==> src/sv/audio_rms_level_meter_macros.svh <==
// ---------------------------------------------------------------------------
// audio_rms_level_meter_macros.svh
// Assertion macros for the RMS level meter.
// ---------------------------------------------------------------------------
`ifndef AUDIO_RMS_LEVEL_METER_MACROS_SVH
`define AUDIO_RMS_LEVEL_METER_MACROS_SVH
`ifndef ASSERT_OFF
// Implication checked every clock, off during reset.
`define ARM_ASSERT_IMP(label, clk, rst, pre, post) \
  label: assert property (@(posedge clk) disable iff (rst) (pre) |-> (post)) \
    else $error("assertion failed");
// Next-cycle implication.
`define ARM_ASSERT_NXT(label, clk, rst, pre, post) \
  label: assert property (@(posedge clk) disable iff (rst) (pre) |=> (post)) \
    else $error("assertion failed");
`else
`define ARM_ASSERT_IMP(label, clk, rst, pre, post)
`define ARM_ASSERT_NXT(label, clk, rst, pre, post)
`endif
`endif

==> src/sv/arm_pkg.sv <==
// ---------------------------------------------------------------------------
// arm_pkg
// Shared types and constants of the RMS level meter.
// ---------------------------------------------------------------------------
package arm_pkg;

  localparam int unsigned SumW   = 49;
  localparam int unsigned CountW = 17;
  localparam logic [CountW-1:0] MaxSamples = 17'd65536;

  localparam logic [2:0] FmtPcm8  = 3'd0;
  localparam logic [2:0] FmtPcm16 = 3'd1;
  localparam logic [2:0] FmtPcm24 = 3'd2;
  localparam logic [2:0] FmtPcm32 = 3'd3;
  localparam logic [2:0] FmtF32   = 3'd4;
  localparam logic [2:0] FmtF32S  = 3'd5;

  localparam logic [0:0] RegSampleFormat = 1'b0;

  // Controller to datapath.
  typedef struct packed {
    logic load;      // register input sample
    logic accum;     // square and add
    logic div_start; // load divider
    logic div_step;  // one quotient bit
    logic sqrt_start;
    logic sqrt_step;
    logic clear;     // clear accumulators
  } arm_cmd_t;

  // Datapath to controller.
  typedef struct packed {
    logic zero_result; // silent, bad format or empty
  } arm_stat_t;

endpackage

==> src/sv/audio_rms_level_meter.sv <==
// ---------------------------------------------------------------------------
// audio_rms_level_meter
// Packet RMS level meter: convert, square, accumulate, divide, square root.
// ---------------------------------------------------------------------------
// Channel   Signals                                   Dir
// input     in_valid/in_ready, sample_word,           in
//           last_sample, packet_silent
// output    out_valid/out_ready, rms_level            out
// config    APB psel/penable/pwrite/paddr/pwdata      in
//
// A sample request is registered, squared and added; the last one of a
// packet then runs a restoring divide (one bit per cycle), a square root (two
// bits per cycle) and the output stage. Reset is synchronous; format resets
// to pcm16. A stalled result holds the next result in the output state.
module audio_rms_level_meter (
  input  logic        clk,
  input  logic        rst,
  input  logic        in_valid,
  output logic        in_ready,
  input  logic [31:0] sample_word,
  input  logic        last_sample,
  input  logic        packet_silent,
  output logic        out_valid,
  input  logic        out_ready,
  output logic [15:0] rms_level,
  input  logic        psel,
  input  logic        penable,
  input  logic        pwrite,
  input  logic [0:0]  paddr,
  input  logic [31:0] pwdata,
  output logic [31:0] prdata,
  output logic        pready
);

  arm_pkg::arm_cmd_t  cmd;
  arm_pkg::arm_stat_t stat;
  logic [2:0]  sample_format;
  logic [15:0] root;

  assign pready = 1'b1;
  assign prdata = {29'd0, sample_format};

  always_ff @(posedge clk) begin
    if (rst) sample_format <= arm_pkg::FmtPcm16;
    else if (psel && penable && pwrite && paddr == arm_pkg::RegSampleFormat)
      sample_format <= pwdata[2:0];
  end

  arm_datapath u_dp (
    .clk, .rst, .cmd, .stat, .sample_format, .sample_word, .packet_silent, .root
  );

  arm_ctrl u_ctrl (
    .clk, .rst, .in_valid, .in_ready, .last_sample, .out_valid, .out_ready,
    .cmd, .stat, .root, .rms_level
  );

endmodule

==> src/sv/arm_datapath.sv <==
// ---------------------------------------------------------------------------
// arm_datapath
// Sample conversion, square accumulation, serial divide and square root.
// ---------------------------------------------------------------------------
module arm_datapath (
  input  logic                      clk,
  input  logic                      rst,
  input  arm_pkg::arm_cmd_t         cmd,
  output arm_pkg::arm_stat_t        stat,
  input  logic [2:0]                sample_format,
  input  logic [31:0]               sample_word,
  input  logic                      packet_silent,
  output logic [15:0]               root
);

  logic [31:0] word_r;
  logic [2:0]  fmt_r;
  logic [32:0] mag;
  logic [32:0] mag_r;
  logic [61:0] prod;
  logic [31:0] sq;
  logic        silent_seen;
  logic        add_pend;
  logic [arm_pkg::SumW-1:0]   sum_use;
  logic [arm_pkg::SumW-1:0]   sum_next;
  logic [arm_pkg::CountW-1:0] cnt_use;
  // divider: restoring, 49 quotient bits
  logic [arm_pkg::SumW-1:0]   quo;
  logic [arm_pkg::SumW-1:0]   quo_next;
  logic [arm_pkg::CountW:0]   rem;
  logic [arm_pkg::CountW:0]   rem_sh;
  logic [arm_pkg::CountW:0]   rem_next;
  // square root: two bits per step
  logic [arm_pkg::SumW:0]     rv;
  logic [arm_pkg::SumW:0]     rr;
  logic [arm_pkg::SumW:0]     rbit;
  logic [arm_pkg::SumW:0]     trial;

  function automatic logic [32:0] fmag(input logic [31:0] w, input logic scaled);
    logic [7:0]  e;
    logic [55:0] m;
    logic signed [9:0] s;
    logic [55:0] t;
    begin
      e = w[30:23];
      m = {32'd0, (e != 8'd0), w[22:0]};
      if (e == 8'd0) e = 8'd1;
      s = $signed({2'b00, e}) - 10'sd119 - (scaled ? 10'sd15 : 10'sd0);
      t = 56'd0;
      if (w[30:23] == 8'hFF || m == 56'd0) fmag = 33'd0;
      else if (s >= 10'sd8) fmag = 33'h080000000;
      else if (s >= 10'sd0) begin
        t = m << s[2:0];
        fmag = (t > 56'h80000000) ? 33'h080000000 : t[32:0];
      end else if (s <= -10'sd32) fmag = 33'd0;
      else begin
        t = m >> (-s);
        fmag = t[32:0];
      end
    end
  endfunction

  always_comb begin
    case (fmt_r)
      arm_pkg::FmtPcm8:
        mag = word_r[7] ? {2'b0, word_r[6:0], 24'd0}
                        : {1'b0, 8'd128 - {1'b0, word_r[6:0]}, 24'd0};
      arm_pkg::FmtPcm16:
        mag = word_r[15] ? {1'b0, 16'd0 - word_r[15:0], 16'd0}
                         : {1'b0, word_r[15:0], 16'd0};
      arm_pkg::FmtPcm24:
        mag = word_r[23] ? {1'b0, 24'd0 - word_r[23:0], 8'd0}
                         : {1'b0, word_r[23:0], 8'd0};
      arm_pkg::FmtPcm32:
        mag = word_r[31] ? {1'b0, 32'd0 - word_r} : {1'b0, word_r};
      arm_pkg::FmtF32:  mag = fmag(word_r, 1'b0);
      arm_pkg::FmtF32S: mag = fmag(word_r, 1'b1);
      default: mag = 33'd0;
    endcase
  end

  // mag <= 2^31: below full scale the square >> 30 fits 32 bits, full scale saturates.
  assign prod = mag_r[30:0] * mag_r[30:0];
  assign sq   = (mag_r[32:31] != 2'd0) ? 32'hFFFFFFFF : prod[61:30];

  // Add stage: runs in the cycle after accum; samples past the limit are dropped.
  always_comb begin
    sum_next = sum_use;
    if (add_pend && cnt_use != arm_pkg::MaxSamples)
      sum_next = sum_use + {{(arm_pkg::SumW-32){1'b0}}, sq};
  end

  always_ff @(posedge clk) begin
    if (cmd.load) begin
      word_r <= sample_word;
      fmt_r  <= sample_format;
    end
    if (cmd.accum) mag_r <= mag;
  end

  always_ff @(posedge clk) begin
    if (rst) begin
      sum_use <= '0; cnt_use <= '0; silent_seen <= 1'b0; add_pend <= 1'b0;
    end else begin
      add_pend <= cmd.accum;
      if (cmd.clear) begin
        sum_use <= '0; cnt_use <= '0; silent_seen <= 1'b0;
      end else begin
        sum_use <= sum_next;
        if (add_pend && cnt_use != arm_pkg::MaxSamples) cnt_use <= cnt_use + 1'b1;
        if (cmd.load && packet_silent) silent_seen <= 1'b1;
      end
    end
  end

  assign stat.zero_result = silent_seen || (fmt_r > arm_pkg::FmtF32S) || (cnt_use == '0);

  assign rem_sh = {rem[arm_pkg::CountW-1:0], quo[arm_pkg::SumW-1]};
  assign trial  = rr + rbit;

  always_comb begin
    if (rem_sh >= {1'b0, cnt_use}) begin
      rem_next = rem_sh - {1'b0, cnt_use};
      quo_next = {quo[arm_pkg::SumW-2:0], 1'b1};
    end else begin
      rem_next = rem_sh;
      quo_next = {quo[arm_pkg::SumW-2:0], 1'b0};
    end
  end

  always_ff @(posedge clk) begin
    // divide starts on the sum that includes the last sample
    if (cmd.div_start) begin
      quo <= sum_next;
      rem <= '0;
    end else if (cmd.div_step) begin
      rem <= rem_next;
      quo <= quo_next;
    end
    // root starts on the quotient after its final bit
    if (cmd.sqrt_start) begin
      rv   <= {1'b0, quo_next};
      rr   <= '0;
      rbit <= {2'b01, 48'd0};
    end else if (cmd.sqrt_step) begin
      if (rv >= trial) begin
        rv <= rv - trial;
        rr <= (rr >> 1) + rbit;
      end else begin
        rr <= rr >> 1;
      end
      rbit <= rbit >> 2;
    end
  end

  // Quotient < 2^49, root < 2^24.5; saturate to 16 bits.
  assign root = (rr[arm_pkg::SumW:16] != '0) ? 16'hFFFF : rr[15:0];

endmodule

==> src/sv/arm_ctrl.sv <==
// ---------------------------------------------------------------------------
// arm_ctrl
// Sequencer: accept, square, accumulate, divide, square root, output.
// ---------------------------------------------------------------------------
`include "audio_rms_level_meter_macros.svh"
module arm_ctrl (
  input  logic                 clk,
  input  logic                 rst,
  input  logic                 in_valid,
  output logic                 in_ready,
  input  logic                 last_sample,
  output logic                 out_valid,
  input  logic                 out_ready,
  output arm_pkg::arm_cmd_t    cmd,
  input  arm_pkg::arm_stat_t   stat,
  input  logic [15:0]          root,
  output logic [15:0]          rms_level
);

  typedef enum logic [2:0] {
    S_IDLE, S_SQ, S_ADD, S_DIV, S_SQRT, S_OUT
  } state_t;

  state_t     state;
  logic       last_r;
  logic [5:0] cnt;

  assign in_ready = (state == S_IDLE);

  always_comb begin
    cmd = '0;
    cmd.load       = in_valid && in_ready;
    cmd.accum      = (state == S_SQ);
    cmd.div_start  = (state == S_ADD) && last_r;
    cmd.div_step   = (state == S_DIV);
    cmd.sqrt_start = (state == S_DIV) && (cnt == 6'd48);
    cmd.sqrt_step  = (state == S_SQRT);
    cmd.clear      = (state == S_OUT) && !out_valid;
  end

  always_ff @(posedge clk) begin
    if (rst) begin
      state <= S_IDLE; out_valid <= 1'b0; cnt <= '0; last_r <= 1'b0;
    end else begin
      if (out_valid && out_ready) out_valid <= 1'b0;
      case (state)
        S_IDLE: if (in_valid) begin
          last_r <= last_sample;
          state  <= S_SQ;
        end
        S_SQ:  state <= S_ADD;
        S_ADD: begin
          // sum settles this edge; divide next on the last sample
          cnt   <= '0;
          state <= last_r ? S_DIV : S_IDLE;
        end
        S_DIV: begin
          cnt <= cnt + 1'b1;
          if (cnt == 6'd48) begin
            cnt <= '0; state <= S_SQRT;
          end
        end
        S_SQRT: begin
          cnt <= cnt + 1'b1;
          if (cnt == 6'd24) state <= S_OUT;
        end
        S_OUT: if (!out_valid) begin
          rms_level <= stat.zero_result ? 16'd0 : root;
          out_valid <= 1'b1;
          state     <= S_IDLE;
        end
        default: state <= S_IDLE;
      endcase
    end
  end

  `ARM_ASSERT_IMP(a_ready_idle, clk, rst, in_ready, state == S_IDLE)
  `ARM_ASSERT_NXT(a_out_hold, clk, rst, out_valid && !out_ready, out_valid && $stable(rms_level))
  `ARM_ASSERT_IMP(a_no_out_mid, clk, rst, state == S_DIV, !cmd.load)

endmodule

==> config.mk <==
export PLATFORM = sky130hd
export DESIGN_NAME = audio_rms_level_meter
export DESIGN_NICKNAME = d
export VERILOG_FILES = /design/src/sv/arm_pkg.sv /design/src/sv/audio_rms_level_meter.sv /design/src/sv/arm_datapath.sv /design/src/sv/arm_ctrl.sv
export VERILOG_INCLUDE_DIRS = /design/src /design/src/sv
export SDC_FILE = /design/constraint.sdc
export NUM_CORES = 2
export LEC_CHECK = 0
export BUFFER_PORTS_ARGS = -buffer_cell sky130_fd_sc_hd__buf_4
export CORE_MARGIN = 2
export CORE_UTILIZATION = 53
export CTS_CLUSTER_SIZE = 12
export DETAILED_ROUTE_END_ITERATION = 10
export PLACE_DENSITY = 0.8
export SYNTH_ARGS = -nofsm -noshare
export SYNTH_HDL_FRONTEND = slang
export SYNTH_SLANG_ARGS = --single-unit
==> constraint.sdc <==
create_clock -name clk -period 11.5 [get_ports clk]
set_input_delay 2.3 -clock clk [delete_from_list [all_inputs] [get_ports clk]]
set_output_delay 2.3 -clock clk [all_outputs]
set_load 0.05 [all_outputs]
==> flow_metrics.env <==
export IMPL_outcome="finished clean"
export IMPL_gp_congestion=0.982
export IMPL_yosysSeqAreaShare_pct=16.3
export IMPL_cts_buffers=40
export IMPL_drc=0
export IMPL_r2r_end="u_dp.quo[45]"
export IMPL_synth_xor_xnor_area_share_pct=4.61
export IMPL_drt_wl_total_um=145000
export IMPL_postSynth_asyncResetShare_pct=0
export IMPL_ys_warn_count=0
export IMPL_tritoncts="built"
export IMPL_dpl_cell_count=7617
export IMPL_ant_nets=0
export IMPL_cpMostUsedCell="fa_1"
export IMPL_synth_cell_types=91
export IMPL_fin_tns_setup_ps=0
export IMPL_grt_overflow_total=0
export IMPL_stdcell_count=7703
export IMPL_hold_buffers=0
export IMPL_die_x_um=326
export IMPL_synth_ff_type="edfxtp_1"
export IMPL_max_freq_mhz=90.7
export IMPL_critPathMaxFanout=12
export IMPL_diodes=0
export IMPL_root_buffer="clkbuf_16"
export IMPL_start_util_pct=53.2
export IMPL_end_kind="register"
export IMPL_synthSimpleGateAreaFrac_pct=14.9
export IMPL_critical_path_class="reg2reg"
export IMPL_grt_pass1_wl_um=236000
export IMPL_max_stage_delay_ps=550
export IMPL_rows=118
export IMPL_ys_ff_latch=356
export IMPL_synth_area_leaders="fa_1 (28%), edfxtp_1 (9.9%), ha_1 (9.8%)"
export IMPL_dp_hpwl_um=116000
export IMPL_fin_area_mm2=0.0584
export IMPL_initialDrtViolationCount=3960
export IMPL_crit_end="u_dp.quo[45]"
export IMPL_wl_per_cell_um=18.8
export IMPL_reg2reg_from="u_dp.mag_r[14]"
export IMPL_start_kind="register"
export IMPL_die_area_mm2=0.106
export IMPL_slowest_stage="fa_1"
export IMPL_syn_cell_area_mm2=0.0549
export IMPL_clk_pin_slew_ps=60
export IMPL_gr_usage_all_layers_pct=27.4
export IMPL_place_area_mm2=0.0569
export IMPL_post_route_period_util_pct=95.9
export IMPL_synth_top_family_by_area="adder cells"
export IMPL_rr_worst_depth=38
export IMPL_synth_adder_area_share_pct=37.7
export IMPL_drtPass1Iterations=9
export IMPL_h_tree_depth=2
export IMPL_clock_path_buffers=3
export IMPL_drive_gt1_share_pct=5.80
export IMPL_antenna_found_initial=2
export IMPL_grt_max_degree=102
export IMPL_synthMuxAreaShare_pct=2.89
export IMPL_nets=7563
export IMPL_cp_required_ps=11810
export IMPL_core_mm2=0.103
export IMPL_rrSetupSlack_ps=470
export IMPL_vias=44585
export IMPL_insertion_delay_ps=600
export IMPL_final_max_slew_viol_count=0
export IMPL_post_synth_top_area_cell="fa_1"
export IMPL_crit_start="u_dp.mag_r[14]"
export IMPL_synth_compound_area_share_pct=13.6
export IMPL_yosys_area_top_type_share_pct=27.9
export IMPL_hold_class="reg2reg"
export IMPL_numPortBuffers=65
export IMPL_max_slew_worst_pin_slew_ps=1300
export IMPL_skew_ps=30.1
export IMPL_syn2layout_area_growth_pct=6.35
export IMPL_synth_area_per_cell_um2=8.64
export IMPL_ios=125
export IMPL_drv_cap=0
export IMPL_slew_headroom_pct=13.3
export IMPL_finalHoldViolCount=0
export IMPL_vias_per_cell=5.79
export IMPL_grt_pass1_vias=45270
export IMPL_setup_violations=0
export IMPL_cts_sinks=356
export IMPL_period_needed_ps=11030
export IMPL_syn_inst=6354
export IMPL_synth_edff_count=181
export IMPL_die_height_um=326
export IMPL_arrival_ps=11340
==> state kept, by name (all words and copies together), names as in the netlist, 16 cells and up <==
signal            cells
u_dp.sum_use         49
u_dp.word_r          32
u_ctrl.rms_level     16
u_dp.rv              50
u_dp.rr              50
u_dp.rbit            25
u_dp.cnt_use         17
u_dp.rem             17
u_dp.quo             49
u_dp.mag_r           32
==> layer usage <==
| layer | GRT usage, % | share of wire, % | vias up |
|---|---|---|---|
| met3 | 4.55 | 8.0 | 311 |
| met5 | 0 | 0.0090 | - |
| met2 | 45.3 | 48 | 1758 |
| met1 | 36.5 | 40 | 21934 |
| li1 | - | - | 20580 |
| met4 | 9.59 | 3.9 | 2 |
==> cells by family after synthesis <==
family          after synthesis
compound gates             1196
xor+xnor                    289
fa+ha+maj                  1196
buf+inv                    1426
flops                       356
mux                         143
other cells                   2
simple gates               1746
==> stage by stage <==
stage / hold slack (ps) / util [%] / worst slack, ps
CTS: 478 / 56.4 / 170
finish: 475 / 56.6 / 471
detailed placement: 461 / 55.2 / 144
global route: 485 / 56.6 / -59.6
global placement: 451 / 55.2 / 331
floorplan: 438 / - / 1410
==> layout make-up <==
class | count | area (um2)
Clock inverter | 17 | 196
Inverter | 1090 | 4090
Timing Repair Buffer | 204 | 1620
Fill cell | 8938 | 44700
Sequential cell | 356 | 8940
Tap cell | 1380 | 1730
Clock buffer | 55 | 1080
Multi-Input combinational cell | 4601 | 40700
==> critical path: cells and delay by family (launching register included) <==
kind / cells / cell delay, ps
buffers and inverters: 9 / 1120
AO/OA/AOI/OAI: 11 / 2590
XOR/XNOR: 1 / 210
AND/OR/NAND/NOR: 7 / 1500
flip-flops: 1 / 540
adder cells (fa/ha/maj): 10 / 4790
==> layout by cell type (no fill, tap or decap), types with 23 or more instances in the layout <==
cell type / netlist / final
a211oi_1: 26 / 24
a21boi_0: 23 / 23
a21o_1: 84 / 84
a21oi_1: 334 / 334
a31oi_1: 85 / 84
and2_1: 219 / 217
and3_1: 34 / 34
buf_4: 30 / 197
clkbuf_16: 0 / 40
conb_1: 2 / 31
dfxtp_1: 175 / 175
edfxtp_1: 181 / 181
fa_1: 765 / 765
ha_1: 431 / 431
inv_1: 1081 / 1080
mux2i_1: 111 / 111
nand2_1: 707 / 704
nand2b_1: 45 / 43
nand3_1: 81 / 81
nand4_1: 45 / 45
nor2_1: 363 / 360
nor2b_1: 41 / 41
nor3_1: 74 / 73
nor4_1: 26 / 26
o211ai_1: 23 / 23
o21a_1: 36 / 36
o21ai_0: 315 / 314
o21bai_1: 35 / 35
o22ai_1: 33 / 33
or3_1: 39 / 39
xnor2_1: 162 / 160
xor2_1: 127 / 127
==> worst min path at each step <==
stage | startpoint | to | slack [ps] | depth (start not counted)
after floorplan | u_dp.silent_seen | u_dp.silent_seen | 440 | 2
after global placement | u_dp.rv[49] | u_dp.rv[49] | 450 | 2
after detailed placement | sample_format[1] | u_dp.fmt_r[1] | 460 | 0
after CTS | u_dp.rem[16] | u_dp.rem[16] | 480 | 1
after global routing | sample_format[1] | u_dp.fmt_r[1] | 490 | 0
final | u_dp.rem[16] | u_dp.rem[16] | 470 | 1
==> timing repair <==
item / in CTS / in global routing
setup endpoints to repair: 0 / 31
gates resized for setup: 0 / 9
buffers inserted: 0 / 14
==> synth_stat cells, types with 84 or more instances <==
master    count
o21ai_0     315
a31oi_1      85
and2_1      219
xnor2_1     162
a21oi_1     334
xor2_1      127
inv_1      1081
nand2_1     707
edfxtp_1    181
dfxtp_1     175
nor2_1      363
clkbuf_1    277
fa_1        765
a21o_1       84
ha_1        431
mux2i_1     111
Power is left out: the tool's default activity adds up to more than one toggle a clock period on the data nets, which glitch-free logic cannot reach.
